`src/frac_n_pll_divider_calc_defines.svh`:
```
// Assertion helpers shared by the divider calculator.
`ifndef FRAC_N_PLL_DIVIDER_CALC_DEFINES_SVH
`define FRAC_N_PLL_DIVIDER_CALC_DEFINES_SVH

// Concurrent check that is switched off while reset is high.
`define FNPLL_ASSERT(lbl, clk, rst, prop, msg) \
   lbl: assert property (@(posedge clk) disable iff (rst) prop) else $error(msg);

// Concurrent check that also holds during reset.
`define FNPLL_ASSERT_ALWAYS(lbl, clk, prop, msg) \
   lbl: assert property (@(posedge clk) prop) else $error(msg);

`endif

```
`src/fnpll_pkg.sv`:
```
package fnpll_pkg;

   // Field widths.
   localparam int TARGET_W    = 33;
   localparam int PFD_W       = 27;
   localparam int AUX_W       = 14;
   localparam int INT_W       = 13;
   localparam int MAIN_MOD_W  = 24;
   localparam int SEL_W       = 3;
   localparam int CSR_IDX_W   = 8;

   // Long division of vco * 2^24 yields the integer part and main fraction.
   localparam int QUO_W       = TARGET_W + MAIN_MOD_W;
   localparam int PROD_W      = PFD_W + AUX_W;
   localparam int DIV1_STEPS  = QUO_W;
   localparam int DIV2_STEPS  = AUX_W;

   // Band edges: the lowest band starts at 53.125 MHz.
   localparam logic [TARGET_W-1:0] BAND_BASE_HZ = TARGET_W'(64'd53125000);
   localparam int TOP_SELECT  = 6;
   localparam logic [SEL_W-1:0] TOP_SEL = SEL_W'(TOP_SELECT);
   localparam logic [INT_W-1:0] INT_MAX = {INT_W{1'b1}};

   // Register indexes of the configuration port.
   localparam logic [CSR_IDX_W-1:0] CSR_PFD_IDX = CSR_IDX_W'(0);
   localparam logic [CSR_IDX_W-1:0] CSR_AUX_IDX = CSR_IDX_W'(1);

   localparam logic [PFD_W-1:0] PFD_RESET = PFD_W'(10000000);
   localparam logic [AUX_W-1:0] AUX_RESET = AUX_W'(16383);

   // One pipeline stage worth of state.
   typedef struct packed {
      logic                  valid;
      logic [PFD_W-1:0]      rem;
      logic [QUO_W-1:0]      quo;
      logic [SEL_W-1:0]      sel;
      logic                  in_range;
      logic [INT_W-1:0]      ip;
      logic [MAIN_MOD_W-1:0] f1;
   } stage_type;

   // Lower edge of band j in hertz, j = 0 is the lowest band.
   function automatic logic [TARGET_W-1:0] band_low(input int j);
      band_low = TARGET_W'({31'd0, BAND_BASE_HZ} << j);
   endfunction

endpackage

```
`src/fnpll_div_stage.sv`:
```
module fnpll_div_stage (
   input  logic                           clock,
   input  logic                           reset,
   input  logic                           en,
   input  logic [fnpll_pkg::PFD_W-1:0]    pfd,
   input  fnpll_pkg::stage_type           stg_prev,
   output fnpll_pkg::stage_type           stg_ff
);

   fnpll_pkg::stage_type stg_in;
   logic [fnpll_pkg::PFD_W:0] trial;
   logic fits;

   // One restoring step: bring in the next dividend bit, subtract if it fits.
   always_comb begin
      trial      = {stg_prev.rem, stg_prev.quo[fnpll_pkg::QUO_W-1]};
      fits       = trial >= {1'b0, pfd};
      stg_in     = stg_prev;
      stg_in.rem = fits ? fnpll_pkg::PFD_W'(trial - {1'b0, pfd})
                        : trial[fnpll_pkg::PFD_W-1:0];
      stg_in.quo = {stg_prev.quo[fnpll_pkg::QUO_W-2:0], fits};
   end

   always_ff @(posedge clock) begin
      if (reset) begin
         stg_ff.valid <= 1'b0;
      end else if (en) begin
         stg_ff <= stg_in;
      end
   end

endmodule

```
`config.mk`:
```
export PLATFORM = sky130hd
export DESIGN_NAME = fnpll_div_stage
export DESIGN_NICKNAME = d
export VERILOG_FILES = /design/src/frac_n_pll_divider_calc_defines.svh /design/src/fnpll_pkg.sv /design/src/fnpll_div_stage.sv
export SDC_FILE = /design/constraint.sdc
export NUM_CORES = 1
export LEC_CHECK = 0
export BUFFER_PORTS_ARGS = -buffer_cell sky130_fd_sc_hd__buf_4
export CAP_MARGIN = 20
export CORE_MARGIN = 2
export CORE_UTILIZATION = 35
export DETAILED_ROUTE_END_ITERATION = 10
export PLACE_DENSITY = 0.62
export SYNTH_ARGS = -nofsm -noshare
export SYNTH_HDL_FRONTEND = slang
export SYNTH_SLANG_ARGS = --single-unit
```
`constraint.sdc`:
```
create_clock -name clock -period 22 [get_ports clock]
set_input_delay 6.6 -clock clock [delete_from_list [all_inputs] [get_ports clock]]
set_output_delay 6.6 -clock clock [all_outputs]
set_load 0.01 [all_outputs]
```
==> results.yml <==
run_status:
  outcome: "finished, final reports clean"
power:
  cellLeakagePower_nw: 3.690
  power_density_nw_per_um2: 81.33
  ir_drop_uv: 50.40
drt:
  dr_wl_met3_mm: 1.414
  wl_met1_mm: 5.842
  dr_total_vias: 4382
  drc: 0
  wl_per_cell_um: 16.55
  ant_nets: 0
  wl_met2_mm: 7.968
  first_pass_iters: 4
  viasPerCell: 4.662
  routed_wl_mm: 15.55
  top_layer_used: "met4"
  drtIter0Drc: 155
setup_path:
  required_ns: 22.16
  r2r-start: "stg_ff[125]"
  critPathMaxStageDelay_ns: 0.57
  crit_type: "in2reg"
  path_cells: "buf_4, inv_1, ha_1, a211oi_1, o21ai_1, o21ai_0, o31ai_1, o2111ai_1, and3_1, buf_4, inv_2, mux2_2"
  ff2ff_path_depth: 2
  worstPathArrival_ns: 9.44
  worstSetupEndpointType: "flop"
  rr_endpoint: "stg_ff[125]"
  crit_path_max_fanout: 33
  cp-start-kind: "input port"
  cp_common_cell: "buf_4"
  r2r_slack_ns: 21.43
  crit_path_top_delay_cell: "and3_1"
placement:
  dp_slack_ns: 12.28
  portBuffers: 281
  hpwl_mm: 12.20
  placedCellCount: 908
  place.gp.congestion: 0.8754
timing:
  fmax_mhz: 107.8
  skew_ns: 0
  fin_setup_tns_ns: 0
  worstMarginPinSlew_ns: 0.8759
  fin_ws_ns: 12.72
  min_period_over_period: 0.4216
  drv_slew: 0
  max_slew_margin: 0.4160
  setup_viol: 0
  rsz0062_at_grt: "no"
  hold_viol_final: 0
  hold_slack_ns: 0.4912
  period_minus_slack_ns: 9.275
die:
  die-width_um: 130.3
  core_area_um2: 15710
  die_area_um2: 16970
  start_util: 0.3552
  rows: 46
  die_y_um: 130.3
  io_pins: 282
clock_network:
  clock_sinks: 126
  cts-root-buf: "clkbuf_16"
  cts.clk_slew.worst_paths_ns: 0.06
  htree_levels: 4
  numCtsBuffers: 17
  cts_tree: "yes"
  cts_resized: 0
  clock_path_buffers: 2
  ctsHoldBuffers: 0
  clock_latency_ns: 0.40
  cts_setup_buffers: 0
synth:
  synth_nets: 599
  synth_edf_count: 125
  synth_area_um2: 5580
  ys_seq_area_frac: 0.6762
  synth-main-ff-cell: "edfxtp_1"
  ys_ff_latch: 126
  synth.avg_cell_area_um2: 13.45
  yosysUniqueCellTypes: 56
  async_flop_share: 0
  ys_warn_count: 0
  netlist_instances: 415
worst_hold_path:
  whs_endpoint: "stg_ff[125]"
  worstHoldPathCells: 2
  hold_class: "reg2reg"
  worstHoldStart: "stg_ff[125]"
global_routing:
  grt_pass1_wl_mm: 22.02
  grt_use_total: 0.1745
  antenna_found_initial: 0
  grt-ovfl-total: 0
  grt_pass1_vias: 4156
  grt_max_degree: 66
final_layout:
  instances_no_fill: 940
  drive_above_1_share: 0.4489
  fill_cells: 1360
  largest-register: "stg_ff"
  syn2layout_area_growth_pct: 53.36
  finalCoreUtilization: 0.5447
  regArea_um2: 3774
  multi_input_area_um2: 1638
  reg.largest.list: "stg_ff (126)"
  largest_register_ffs: 126
  num_antenna_cells: 0
  fin_nets: 895
run:
  maxCapViolations: 0
[stage by stage]
stage	area [µm²]	power [mW]
finish	8558	0.6960
global route	8558	0.7279
CTS	8558	0.7051
detailed placement	7949	0.4143
global placement	7949	0.4128
floorplan	5580	0.3554
[worst max-delay path, delay by kind of cell]
family | cells | cell delay [ns]
compound gates | 5 | 1.01
buf+inv | 4 | 0.62
simple gates | 1 | 0.57
fa+ha+maj | 1 | 0.36
mux | 1 | 0.27
[cells in the final DEF, fill, tap and decap left out, drive strengths merged, types with 7 or more instances in the layout]
master and count:
ha 27, clkbuf 17, edfxtp 125, nand2 45, o21ai 40, inv 41, xor2 8, a21oi 26
nor2 17, a211oi 7, buf 284, xnor2 12
[how the worst max path moves through the flow]
stage                        from     endpoint  slack [ns]
after global routing      pfd[19]  stg_ff[102]       12.50
after CTS                  pfd[2]  stg_ff[102]       12.74
after detailed placement   pfd[2]  stg_ff[102]       12.28
final                     pfd[15]  stg_ff[102]       12.72
after floorplan             reset    stg_ff[0]        9.22
after global placement    pfd[15]  stg_ff[102]       12.37
[layout make-up]
class                   count  share of cell area
flip-flops and latches    126              0.4409
repair buffers            284              0.2491
multi-input cells         246              0.1914
clock buffers              17             0.04971
well taps                 216             0.03158
clock inverters            15             0.02149
inverters                  36             0.01579
[power by group]
group,switching (mW),internal (mW)
combinational,0.0576,0.0596
clock,0.107,0.180
sequential,0.00505,0.287
[cells in the mapped netlist (all sizes together) (5+ instances only)]
library cell  number  area, µm²
xnor2             12      105.1
buf                5      33.78
edfxtp           125       3754
inv               36      135.1
nor2              17      63.81
a211oi             7      57.55
xor2               8      70.07
o21ai             40      215.2
ha                27      337.8
a21oi             26      133.9
nand2             45      168.9
nor3               5      25.02
[layer usage]
metal	global-route usage	vias to the layer above
met5	0	-
met4	0.07021	0
met3	0.06396	20
met2	0.3052	191
met1	0.1927	2022
li1	-	2149
[cells by family after synthesis]
kind of cell | share of synthesized area
XOR/XNOR | 0.03139
buffers and inverters | 0.03161
multiplexers | 0.003812
flip-flops | 0.6762
adder cells (fa/ha/maj) | 0.06412
AO/OA/AOI/OAI | 0.1173
AND/OR/NAND/NOR | 0.07556
Power figures use the tool's default switching activity.
