===== config.mk =====
export PLATFORM = sky130hd
export DESIGN_NAME = fnpll_mul
export DESIGN_NICKNAME = d
export VERILOG_FILES = /design/src/frac_n_pll_divider_calc_defines.svh /design/src/fnpll_pkg.sv /design/src/fnpll_mul.sv
export SDC_FILE = /design/constraint.sdc
export NUM_CORES = 1
export LEC_CHECK = 0
export ABC_AREA = 1
export BUFFER_PORTS_ARGS = -buffer_cell sky130_fd_sc_hd__buf_2
export CORE_MARGIN = 2
export CORE_UTILIZATION = 40
export DETAILED_ROUTE_END_ITERATION = 8
export GPL_ROUTABILITY_DRIVEN = 0
export PLACE_DENSITY = 0.72
export SLEW_MARGIN = 10
export SYNTH_ARGS = -nofsm -noshare
export SYNTH_HDL_FRONTEND = slang
export SYNTH_SLANG_ARGS = --single-unit

===== constraint.sdc =====
create_clock -name clock -period 7.6 [get_ports clock]
set_input_delay 0.38 -clock clock [delete_from_list [all_inputs] [get_ports clock]]
set_output_delay 0.38 -clock clock [all_outputs]
set_load 0.02 [all_outputs]

===== src/frac_n_pll_divider_calc_defines.svh =====
// Assertion helpers shared by the divider calculator.
`ifndef FRAC_N_PLL_DIVIDER_CALC_DEFINES_SVH
`define FRAC_N_PLL_DIVIDER_CALC_DEFINES_SVH

// Concurrent check that is switched off while reset is high.
`define FNPLL_ASSERT(lbl, clk, rst, prop, msg) \
   lbl: assert property (@(posedge clk) disable iff (rst) prop) else $error(msg);

// Concurrent check that also holds during reset.
`define FNPLL_ASSERT_ALWAYS(lbl, clk, prop, msg) \
   lbl: assert property (@(posedge clk) prop) else $error(msg);

`endif


===== src/fnpll_pkg.sv =====
package fnpll_pkg;

   // Field widths.
   localparam int TARGET_W    = 33;
   localparam int PFD_W       = 27;
   localparam int AUX_W       = 14;
   localparam int INT_W       = 13;
   localparam int MAIN_MOD_W  = 24;
   localparam int SEL_W       = 3;
   localparam int CSR_IDX_W   = 8;

   // Long division of vco * 2^24 yields the integer part and main fraction.
   localparam int QUO_W       = TARGET_W + MAIN_MOD_W;
   localparam int PROD_W      = PFD_W + AUX_W;
   localparam int DIV1_STEPS  = QUO_W;
   localparam int DIV2_STEPS  = AUX_W;

   // Band edges: the lowest band starts at 53.125 MHz.
   localparam logic [TARGET_W-1:0] BAND_BASE_HZ = TARGET_W'(64'd53125000);
   localparam int TOP_SELECT  = 6;
   localparam logic [SEL_W-1:0] TOP_SEL = SEL_W'(TOP_SELECT);
   localparam logic [INT_W-1:0] INT_MAX = {INT_W{1'b1}};

   // Register indexes of the configuration port.
   localparam logic [CSR_IDX_W-1:0] CSR_PFD_IDX = CSR_IDX_W'(0);
   localparam logic [CSR_IDX_W-1:0] CSR_AUX_IDX = CSR_IDX_W'(1);

   localparam logic [PFD_W-1:0] PFD_RESET = PFD_W'(10000000);
   localparam logic [AUX_W-1:0] AUX_RESET = AUX_W'(16383);

   // One pipeline stage worth of state.
   typedef struct packed {
      logic                  valid;
      logic [PFD_W-1:0]      rem;
      logic [QUO_W-1:0]      quo;
      logic [SEL_W-1:0]      sel;
      logic                  in_range;
      logic [INT_W-1:0]      ip;
      logic [MAIN_MOD_W-1:0] f1;
   } stage_type;

   // Lower edge of band j in hertz, j = 0 is the lowest band.
   function automatic logic [TARGET_W-1:0] band_low(input int j);
      band_low = TARGET_W'({31'd0, BAND_BASE_HZ} << j);
   endfunction

endpackage


===== src/fnpll_mul.sv =====
module fnpll_mul (
   input  logic                           clock,
   input  logic                           reset,
   input  logic                           en,
   input  logic [fnpll_pkg::AUX_W-1:0]    aux,
   input  fnpll_pkg::stage_type           stg_prev,
   output fnpll_pkg::stage_type           stg_ff
);

   fnpll_pkg::stage_type stg_in;
   logic [fnpll_pkg::PROD_W-1:0] prod;
   logic [fnpll_pkg::TARGET_W-1:0] ip_raw;

   // Split the first quotient, then scale the remainder by the aux modulus.
   // The product over 2^14 is below pfd, so its top bits seed the second division.
   always_comb begin
      ip_raw     = stg_prev.quo[fnpll_pkg::QUO_W-1:fnpll_pkg::MAIN_MOD_W];
      prod       = fnpll_pkg::PROD_W'(stg_prev.rem) * fnpll_pkg::PROD_W'(aux);
      stg_in     = stg_prev;
      stg_in.ip  = (ip_raw > fnpll_pkg::TARGET_W'(fnpll_pkg::INT_MAX))
                   ? fnpll_pkg::INT_MAX : ip_raw[fnpll_pkg::INT_W-1:0];
      stg_in.f1  = stg_prev.quo[fnpll_pkg::MAIN_MOD_W-1:0];
      stg_in.rem = prod[fnpll_pkg::PROD_W-1:fnpll_pkg::AUX_W];
      stg_in.quo = {prod[fnpll_pkg::AUX_W-1:0],
                    {(fnpll_pkg::QUO_W - fnpll_pkg::AUX_W){1'b0}}};
   end

   always_ff @(posedge clock) begin
      if (reset) begin
         stg_ff.valid <= 1'b0;
      end else if (en) begin
         stg_ff <= stg_in;
      end
   end

endmodule


==> results.yml <==
finish:
  fill_cells: 3991
  final_common_cell: "nand2_1"
  largest_reg_flops: 83
  largest_register: "stg_ff"
  drive_above_1_share_pct: 11.0
  nNetsFinal: 2725
  syn2layout_area_growth_pct: 9.32
  final_cell_mix: "nand2_1 (627), inv_1 (625), fa_1 (297)"
  final_area_mm2: 0.0177
  top_regs: "stg_ff (83)"
  multi_input_area_mm2: 0.0109
  seqCellArea_mm2: 0.00248
floorplan:
  ios: 269
  num_rows: 73
  die-area_mm2: 0.0420
  start_util_pct: 40.6
  core_area_mm2: 0.0398
  die_h_um: 205
  fp.dieW_um: 205
global_route:
  antenna_found_initial: 1
  gr-total-overflow: 0
  grt_usage_pct: 19.5
  grt_max_degree: 83
  grt_first_pass_wirelength_mm: 65.7
  grt_pass1_vias: 13600
setup_path:
  cp_max_fo: 27
  worstRegToRegCells: 2
  crit_end: "stg_ff[119]"
  critical_path_arrival_ns: 5.79
  timing.rr.end: "stg_ff[125]"
  reg2reg_slack_ns: 7.05
  crit_required_ns: 7.68
  setup.worst_path.start_class: "primary input"
  path_class: "in -> reg"
  end_kind: "flip-flop"
  crit_path_start: "aux[2]"
  timing.rr.start: "stg_ff[125]"
routing:
  drc_errors: 0
  initialDrtViolationCount: 728
  dr.pass1.iters: 6
  via_per_inst: 4.68
  vias: 12700
  routed_wl_mm: 39.1
  wl_per_cell_um: 14.4
  ant_nets: 0
place:
  port_buffers: 188
  dpl_cell_area_mm2: 0.0173
  hpwl_mm: 31.4
clock_network:
  cts-resized-gates: 0
  htree_levels: 3
  clock_path_buffers: 2
  clkTransAtPathRegs_ns: 0.07
  clkSinkCount: 83
  clkLatencyLatePin_ns: 0.32
  cts_tree: "yes"
  post_cts_buffers: 0
  root_buffer: "clkbuf_16"
  cts_buffers: 9
  postCtsHoldBufs: 0
logic_synthesis:
  synth_top_area_cell: "fa_1"
  ys_types: 28
  synthCells: 2051
  synth_top_flop_cell: "edfxtp_1"
  ys_seq_area_share_pct: 15.4
  netlist_area_mm2: 0.0162
  synth_area_leaders: "fa_1 (37%), edfxtp_1 (15%), nand2_1 (15%)"
  ys_warn_count: 0
  avgSynthCellArea_um2: 7.88
  ys_seq_elements: 83
  synth.top_cell.area_share_pct: 36.8
  async_flop_share_pct: 0
  synth_edf_count: 82
status:
  outcome: "finished, final reports clean"
sta:
  setup_viol_count_final: 0
  worstMarginPinSlew_ns: 1.05
  slew_headroom_pct: 30.2
  period_share_pct: 75.1
  skew_ns: 0
  hold_viol_final: 0
  max_freq_mhz: 175
  maxSlewViolCount: 0
  rsz0062_at_grt: "false"
  tns_ns: 0
  period_needed_ns: 5.71
min_path:
  worstHoldPathType: "in -> reg"
job:
  drv_cap: 0
## per-stage QoR
stage          setup WS (ns)  hold WS, ns  std cells  utilization [%]
5_1_grt                 1.59        0.194       2711             44.4
2_1_floorplan           2.01        0.449       2093                -
6_report                1.89        0.218       2711             44.4
4_1_cts                 1.91        0.207       2710             44.4
3_5_place_dp            1.55        0.454       2694             43.6
3_3_place_gp            1.65        0.440       2694             43.6
## metal layers
| layer | global-route usage, % | part of all wire, % | vias to the layer above |
|---|---|---|---|
| li1 | - | - | 5948 |
| met1 | 23.7 | 39 | 6250 |
| met2 | 36.8 | 54 | 423 |
| met3 | 1.91 | 4.8 | 75 |
| met4 | 4.96 | 2.2 | 0 |
| met5 | 0 | 0 | - |
## area by class of cell
cell class                 count  area share, %
inverter                     625           13.3
timing repair buffer         189           5.37
multi-input combinational   1272           61.7
tap                          525           3.72
clock buffer                   9           1.27
clock inverter                 7          0.580
sequential                    83           14.0
antenna                        1         0.0142
## cell families (layout without fill, tap and decap cells)
group	count (synthesis)	in the layout	synth area share, %
simple gates	755	755	18.7
buf+inv	738	830	18.2
fa+ha+maj	402	402	44.9
flops	83	83	15.4
compound gates	48	48	1.53
xor+xnor	24	24	1.30
other cells	1	44	0.0232
## how the worst min path moves through the flow
stage / from / endpoint / slack [ns] / cells after the start
final: stg_prev[54] / stg_ff[13] / 0.22 / 1
after CTS: stg_prev[57] / stg_ff[16] / 0.21 / 1
after floorplan: reset / stg_ff[125] / 0.45 / 1
after global routing: stg_prev[43] / stg_ff[2] / 0.19 / 1
after global placement: stg_ff[125] / stg_ff[125] / 0.44 / 2
after detailed placement: stg_ff[125] / stg_ff[125] / 0.45 / 2
## synth_stat cells (2+ instances only)
cell      instances
nor2_2            8
nor2_1           52
nand3_1          23
nor3_1           11
nand3b_1          2
fa_1            297
nand3_2           6
ha_1            105
edfxtp_1         82
xnor2_1           5
buf_4            43
nand2_2          17
or2_4             2
o21ai_0          14
a31oi_1           2
nand2_1         627
a21oi_1          30
xor2_1           19
clkbuf_1         69
nor4_1            5
inv_1           625
## critical path, stage by stage
cell,delay (ns)
buf_2,0.49
nand2_1,0.20
fa_1,0.58
inv_1,0.06
fa_1,0.50
fa_1,0.51
inv_1,0.05
fa_1,0.47
inv_1,0.06
fa_1,0.55
inv_1,0.06
fa_1,0.53
inv_1,0.04
ha_1,0.35
nand2_1,0.10
inv_1,0.05
nand2_1,0.15
inv_1,0.06
nand2_1,0.06
nand2_1,0.05
inv_1,0.09
nor2_1,0.05
nor2_1,0.13
nand2_1,0.08
nand2_1,0.06
nand2_1,0.07
Power is left out: the tool's default activity adds up to more than one toggle a clock period on the data nets, which glitch-free logic cannot reach.
