$ cat src/frac_n_pll_divider_calc_defines.svh
// Assertion helpers shared by the divider calculator.
`ifndef FRAC_N_PLL_DIVIDER_CALC_DEFINES_SVH
`define FRAC_N_PLL_DIVIDER_CALC_DEFINES_SVH

// Concurrent check that is switched off while reset is high.
`define FNPLL_ASSERT(lbl, clk, rst, prop, msg) \
   lbl: assert property (@(posedge clk) disable iff (rst) prop) else $error(msg);

// Concurrent check that also holds during reset.
`define FNPLL_ASSERT_ALWAYS(lbl, clk, prop, msg) \
   lbl: assert property (@(posedge clk) prop) else $error(msg);

`endif

$ cat src/fnpll_pkg.sv
package fnpll_pkg;

   // Field widths.
   localparam int TARGET_W    = 33;
   localparam int PFD_W       = 27;
   localparam int AUX_W       = 14;
   localparam int INT_W       = 13;
   localparam int MAIN_MOD_W  = 24;
   localparam int SEL_W       = 3;
   localparam int CSR_IDX_W   = 8;

   // Long division of vco * 2^24 yields the integer part and main fraction.
   localparam int QUO_W       = TARGET_W + MAIN_MOD_W;
   localparam int PROD_W      = PFD_W + AUX_W;
   localparam int DIV1_STEPS  = QUO_W;
   localparam int DIV2_STEPS  = AUX_W;

   // Band edges: the lowest band starts at 53.125 MHz.
   localparam logic [TARGET_W-1:0] BAND_BASE_HZ = TARGET_W'(64'd53125000);
   localparam int TOP_SELECT  = 6;
   localparam logic [SEL_W-1:0] TOP_SEL = SEL_W'(TOP_SELECT);
   localparam logic [INT_W-1:0] INT_MAX = {INT_W{1'b1}};

   // Register indexes of the configuration port.
   localparam logic [CSR_IDX_W-1:0] CSR_PFD_IDX = CSR_IDX_W'(0);
   localparam logic [CSR_IDX_W-1:0] CSR_AUX_IDX = CSR_IDX_W'(1);

   localparam logic [PFD_W-1:0] PFD_RESET = PFD_W'(10000000);
   localparam logic [AUX_W-1:0] AUX_RESET = AUX_W'(16383);

   // One pipeline stage worth of state.
   typedef struct packed {
      logic                  valid;
      logic [PFD_W-1:0]      rem;
      logic [QUO_W-1:0]      quo;
      logic [SEL_W-1:0]      sel;
      logic                  in_range;
      logic [INT_W-1:0]      ip;
      logic [MAIN_MOD_W-1:0] f1;
   } stage_type;

   // Lower edge of band j in hertz, j = 0 is the lowest band.
   function automatic logic [TARGET_W-1:0] band_low(input int j);
      band_low = TARGET_W'({31'd0, BAND_BASE_HZ} << j);
   endfunction

endpackage

$ cat src/fnpll_band.sv
module fnpll_band (
   input  logic                                clock,
   input  logic                                reset,
   input  logic                                en,
   input  logic                                take,
   input  logic [fnpll_pkg::TARGET_W-1:0]      target,
   output fnpll_pkg::stage_type                stg_ff
);

   fnpll_pkg::stage_type stg_in;
   logic [fnpll_pkg::SEL_W-1:0] sel;
   logic found;

   // Find the octave band; each band check is an independent compare.
   always_comb begin
      sel   = '0;
      found = 1'b0;
      for (int j = 0; j <= fnpll_pkg::TOP_SELECT; j++) begin
         if (target >= fnpll_pkg::band_low(j) && target < fnpll_pkg::band_low(j + 1)) begin
            sel   = fnpll_pkg::TOP_SEL - fnpll_pkg::SEL_W'(j);
            found = 1'b1;
         end
      end
   end

   // Seed the long division with vco followed by the fraction zeros.
   always_comb begin
      stg_in          = '0;
      stg_in.valid    = take;
      stg_in.in_range = found;
      stg_in.sel      = sel;
      stg_in.quo      = {target << sel, {fnpll_pkg::MAIN_MOD_W{1'b0}}};
   end

   always_ff @(posedge clock) begin
      if (reset) begin
         stg_ff.valid <= 1'b0;
      end else if (en) begin
         stg_ff <= stg_in;
      end
   end

endmodule

$ cat config.mk
export PLATFORM = sky130hd
export DESIGN_NAME = fnpll_band
export DESIGN_NICKNAME = d
export VERILOG_FILES = /design/src/frac_n_pll_divider_calc_defines.svh /design/src/fnpll_pkg.sv /design/src/fnpll_band.sv
export SDC_FILE = /design/constraint.sdc
export NUM_CORES = 1
export LEC_CHECK = 0
export ABC_AREA = 1
export BUFFER_PORTS_ARGS = -buffer_cell sky130_fd_sc_hd__clkbuf_2
export CORE_UTILIZATION = 50
export CTS_CLUSTER_DIAMETER = 80
export DETAILED_ROUTE_END_ITERATION = 6
export PLACE_DENSITY = 0.92
export SKIP_CTS_REPAIR_TIMING = 1
export SYNTH_ARGS = -nofsm -noshare
export SYNTH_HDL_FRONTEND = slang
export SYNTH_SLANG_ARGS = --single-unit
$ cat constraint.sdc
create_clock -name clock -period 3.47 [get_ports clock]
set_input_delay 0.694 -clock clock [delete_from_list [all_inputs] [get_ports clock]]
set_output_delay 0.694 -clock clock [all_outputs]
set_load 0.01 [all_outputs]
==> results.sh <==
export IMPL_die_w_microns=93.0
export IMPL_dp_hpwl_mm=7.58
export IMPL_outcome="finished, final reports clean"
export IMPL_via_count=4161
export IMPL_netSwitchingPower_mw=0.503
export IMPL_grt_pass1_wl_mm=15.7
export IMPL_design_area_sq_mm=0.00431
export IMPL_htree_levels=2
export IMPL_wl_per_cell_microns=12.1
export IMPL_power_density_mw_per_mm2=332
export IMPL_hold_viol_final=0
export IMPL_setup_tns_final_ns=0
export IMPL_critPathLaunchType="input pin"
export IMPL_first_pass_iters=5
export IMPL_worst_slew_pin_slew_ns=1.00
export IMPL_start_util_pct=52.5
export IMPL_io_buffer_count=74
export IMPL_final_max_slew_viol_count=0
export IMPL_cp_arrival_ns=2.90
export IMPL_clk_latency_ns=0.28
export IMPL_hold_path_class="reg2reg"
export IMPL_layout_setup_ws_ns=0.606
export IMPL_top_register="stg_ff"
export IMPL_internal_power_mw=0.929
export IMPL_clkTransAtPathRegs_ns=0.07
export IMPL_slew_headroom_pct=33.1
export IMPL_antenna_found_initial=0
export IMPL_endpoint_kind="register"
export IMPL_met2RoutedLength_mm=4.48
export IMPL_synth_common_cells="nand2_1, nand3_1, buf_4, nor2_1"
export IMPL_rsz0062_at_grt="no"
export IMPL_worstPathRequired_ns=3.51
export IMPL_min_period_ns=2.86
export IMPL_grt_max_degree=38
export IMPL_drive_gt1_share_pct=15.2
export IMPL_yosysSeqAreaShare_pct=27.3
export IMPL_yosysWarnings=0
export IMPL_wl_met1_mm=4.24
export IMPL_finalHoldWorstSlack_ns=0.459
export IMPL_path_class="in2reg"
export IMPL_synth_cell_types=30
export IMPL_ys_seq_elements=38
export IMPL_wl_met3_microns=878
export IMPL_finish_utilization_pct=54.6
export IMPL_synth_avg_cell_area_sq_um=6.43
export IMPL_top_layer="met4"
export IMPL_yosysMostFrequentCell="nand2_1"
export IMPL_clockBufferDepth=2
export IMPL_antenna_left=0
export IMPL_worst_ir_drop_vdd_mv=0.148
export IMPL_syn_cell_area_sq_mm=0.00414
export IMPL_cts_buffers=5
export IMPL_synthCells=644
export IMPL_power_frac_comb_pct=34.0
export IMPL_die_y_microns=93.0
export IMPL_largest_reg_flops=38
export IMPL_max_freq_mhz=349
export IMPL_wl_mm=9.73
export IMPL_synth_edf_count=37
export IMPL_grt_pass1_vias=3448
export IMPL_groute_usage_overall_pct=22.3
export IMPL_place_congestion=1.01
export IMPL_drcViolationCount=0
export IMPL_fin_skew_ns=0
export IMPL_post_dp_cell_area_sq_mm=0.00420
export IMPL_finalSetupViolCount=0
export IMPL_pwr_share_clk_pct=25.7
export IMPL_n_antenna_cell=0
export IMPL_synth_ff_type="edfxtp_1"
export IMPL_drtIter0Drc=479
export IMPL_switching_share_pct=35.1
export IMPL_period_share_pct=82.5
export IMPL_path_max_fanout=37
export IMPL_pin_count=163
export IMPL_synth_top_area_cell="edfxtp_1"
export IMPL_reg_top3="stg_ff (38)"
export IMPL_cts_root_buf="clkbuf_8"
export IMPL_async_flop_share_pct=0
export IMPL_fp_row_count=32
export IMPL_cts_tree="built"
export IMPL_seq_power_share_pct=40.3
export IMPL_cts_sinks=38
export IMPL_core_area_sq_mm=0.00789
export IMPL_maxCapViolations=0
export IMPL_yosys_top_cells_area="edfxtp_1, buf_4, nand2_1, nand3_1, nor2_1"
export IMPL_power_leakage_nw=2.20
export IMPL_nets=740
export IMPL_place_ws_ns=0.368
export IMPL_overflow=0
export IMPL_syn_to_final_growth_pct=4.02
export IMPL_fp_dieArea_sq_mm=0.00865
export IMPL_yosys_area_top_type_share_pct=26.8
export IMPL_vias_per_cell=5.16
[worst paths after layout]
path                from     endpoint  slack (ns)  cells past startpoint
max reg2reg  stg_ff[125]  stg_ff[125]        2.92                      2
min          stg_ff[125]  stg_ff[125]        0.46                      2
max           target[25]   stg_ff[87]        0.61                     14
min reg2reg  stg_ff[125]  stg_ff[125]        0.46                      2
[final cells by class]
type,instances,area [sq um]
clock buffer,7,76.3
inverter,48,180
clock inverter,1,30.0
fill,826,3580
sequential,38,1130
timing repair buffer,80,415
multi-input combinational,530,2350
tap,102,128
[power by group through the flow]
stage / logic [mW] / registers (mW) / clock network, mW
floorplan: 0.397 / 0.612 / 0
global placement: 0.467 / 0.587 / 0
detailed placement: 0.476 / 0.588 / 0
CTS: 0.478 / 0.578 / 0.369
global route: 0.548 / 0.582 / 0.387
finish: 0.487 / 0.577 / 0.368
[cells in the final DEF (no fill, tap or decap)]
| cell | Yosys | routed |
|---|---|---|
| nand3_4 | 1 | 1 |
| nand3_2 | 2 | 2 |
| o2111ai_1 | 1 | 1 |
| or2_1 | 1 | 1 |
| dfxtp_1 | 1 | 1 |
| conb_1 | 1 | 88 |
| clkbuf_2 | 0 | 74 |
| o21bai_1 | 1 | 1 |
| clkbuf_8 | 0 | 5 |
| o21ai_1 | 3 | 3 |
| nand4_1 | 33 | 33 |
| nand3_1 | 123 | 123 |
| o31ai_1 | 1 | 1 |
| inv_1 | 37 | 37 |
| nand3b_1 | 2 | 2 |
| nor2_1 | 63 | 62 |
| or2_2 | 1 | 1 |
| inv_2 | 10 | 10 |
| nor2_4 | 1 | 2 |
| o21ai_0 | 6 | 6 |
| nor2_2 | 2 | 2 |
| nand2_1 | 175 | 175 |
| nor4_1 | 2 | 2 |
| buf_4 | 97 | 6 |
| nor3_1 | 3 | 3 |
| clkinv_1 | 1 | 1 |
| a21oi_1 | 17 | 17 |
| and2_0 | 1 | 1 |
| nand2_2 | 3 | 3 |
| bufinv_16 | 0 | 1 |
| edfxtp_1 | 37 | 37 |
| clkbuf_1 | 1 | 2 |
[logic make-up (layout without fill, tap and decap cells)]
group / Yosys count / after routing / synth area share, %
other: 1 / 88 / 0.0905
flip-flops: 38 / 38 / 27.3
buffers and inverters: 163 / 136 / 24.1
AO/OA/AOI/OAI: 29 / 29 / 3.71
AND/OR/NAND/NOR: 413 / 413 / 44.8
[layer usage]
layer	up-vias	global-route usage [%]
li1	2079	-
met1	1825	32.1
met2	241	35.4
met3	16	2.20
met4	0	6.54
met5	-	0
[worst max-delay path: stages]
cell and delay (ns):
clkbuf_2 0.14, inv_1 0.08, nor2_1 0.16, nand2_1 0.08
nor2_1 0.18, nand2_1 0.08, nor2_1 0.08, nor2_1 0.06
nand2_1 0.35, nand3_4 0.43, nand2_1 0.23, nand3_1 0.12
nand3_1 0.13, nand2_1 0.07
[stage by stage]
| step | power (mW) | instances |
|---|---|---|
| finish | 1.43 | 806 |
| global route | 1.52 | 806 |
| CTS | 1.43 | 806 |
| detailed placement | 1.06 | 798 |
| global placement | 1.05 | 798 |
| floorplan | 1.01 | 731 |
No activity file was read; power rests on OpenSTA's default activity.
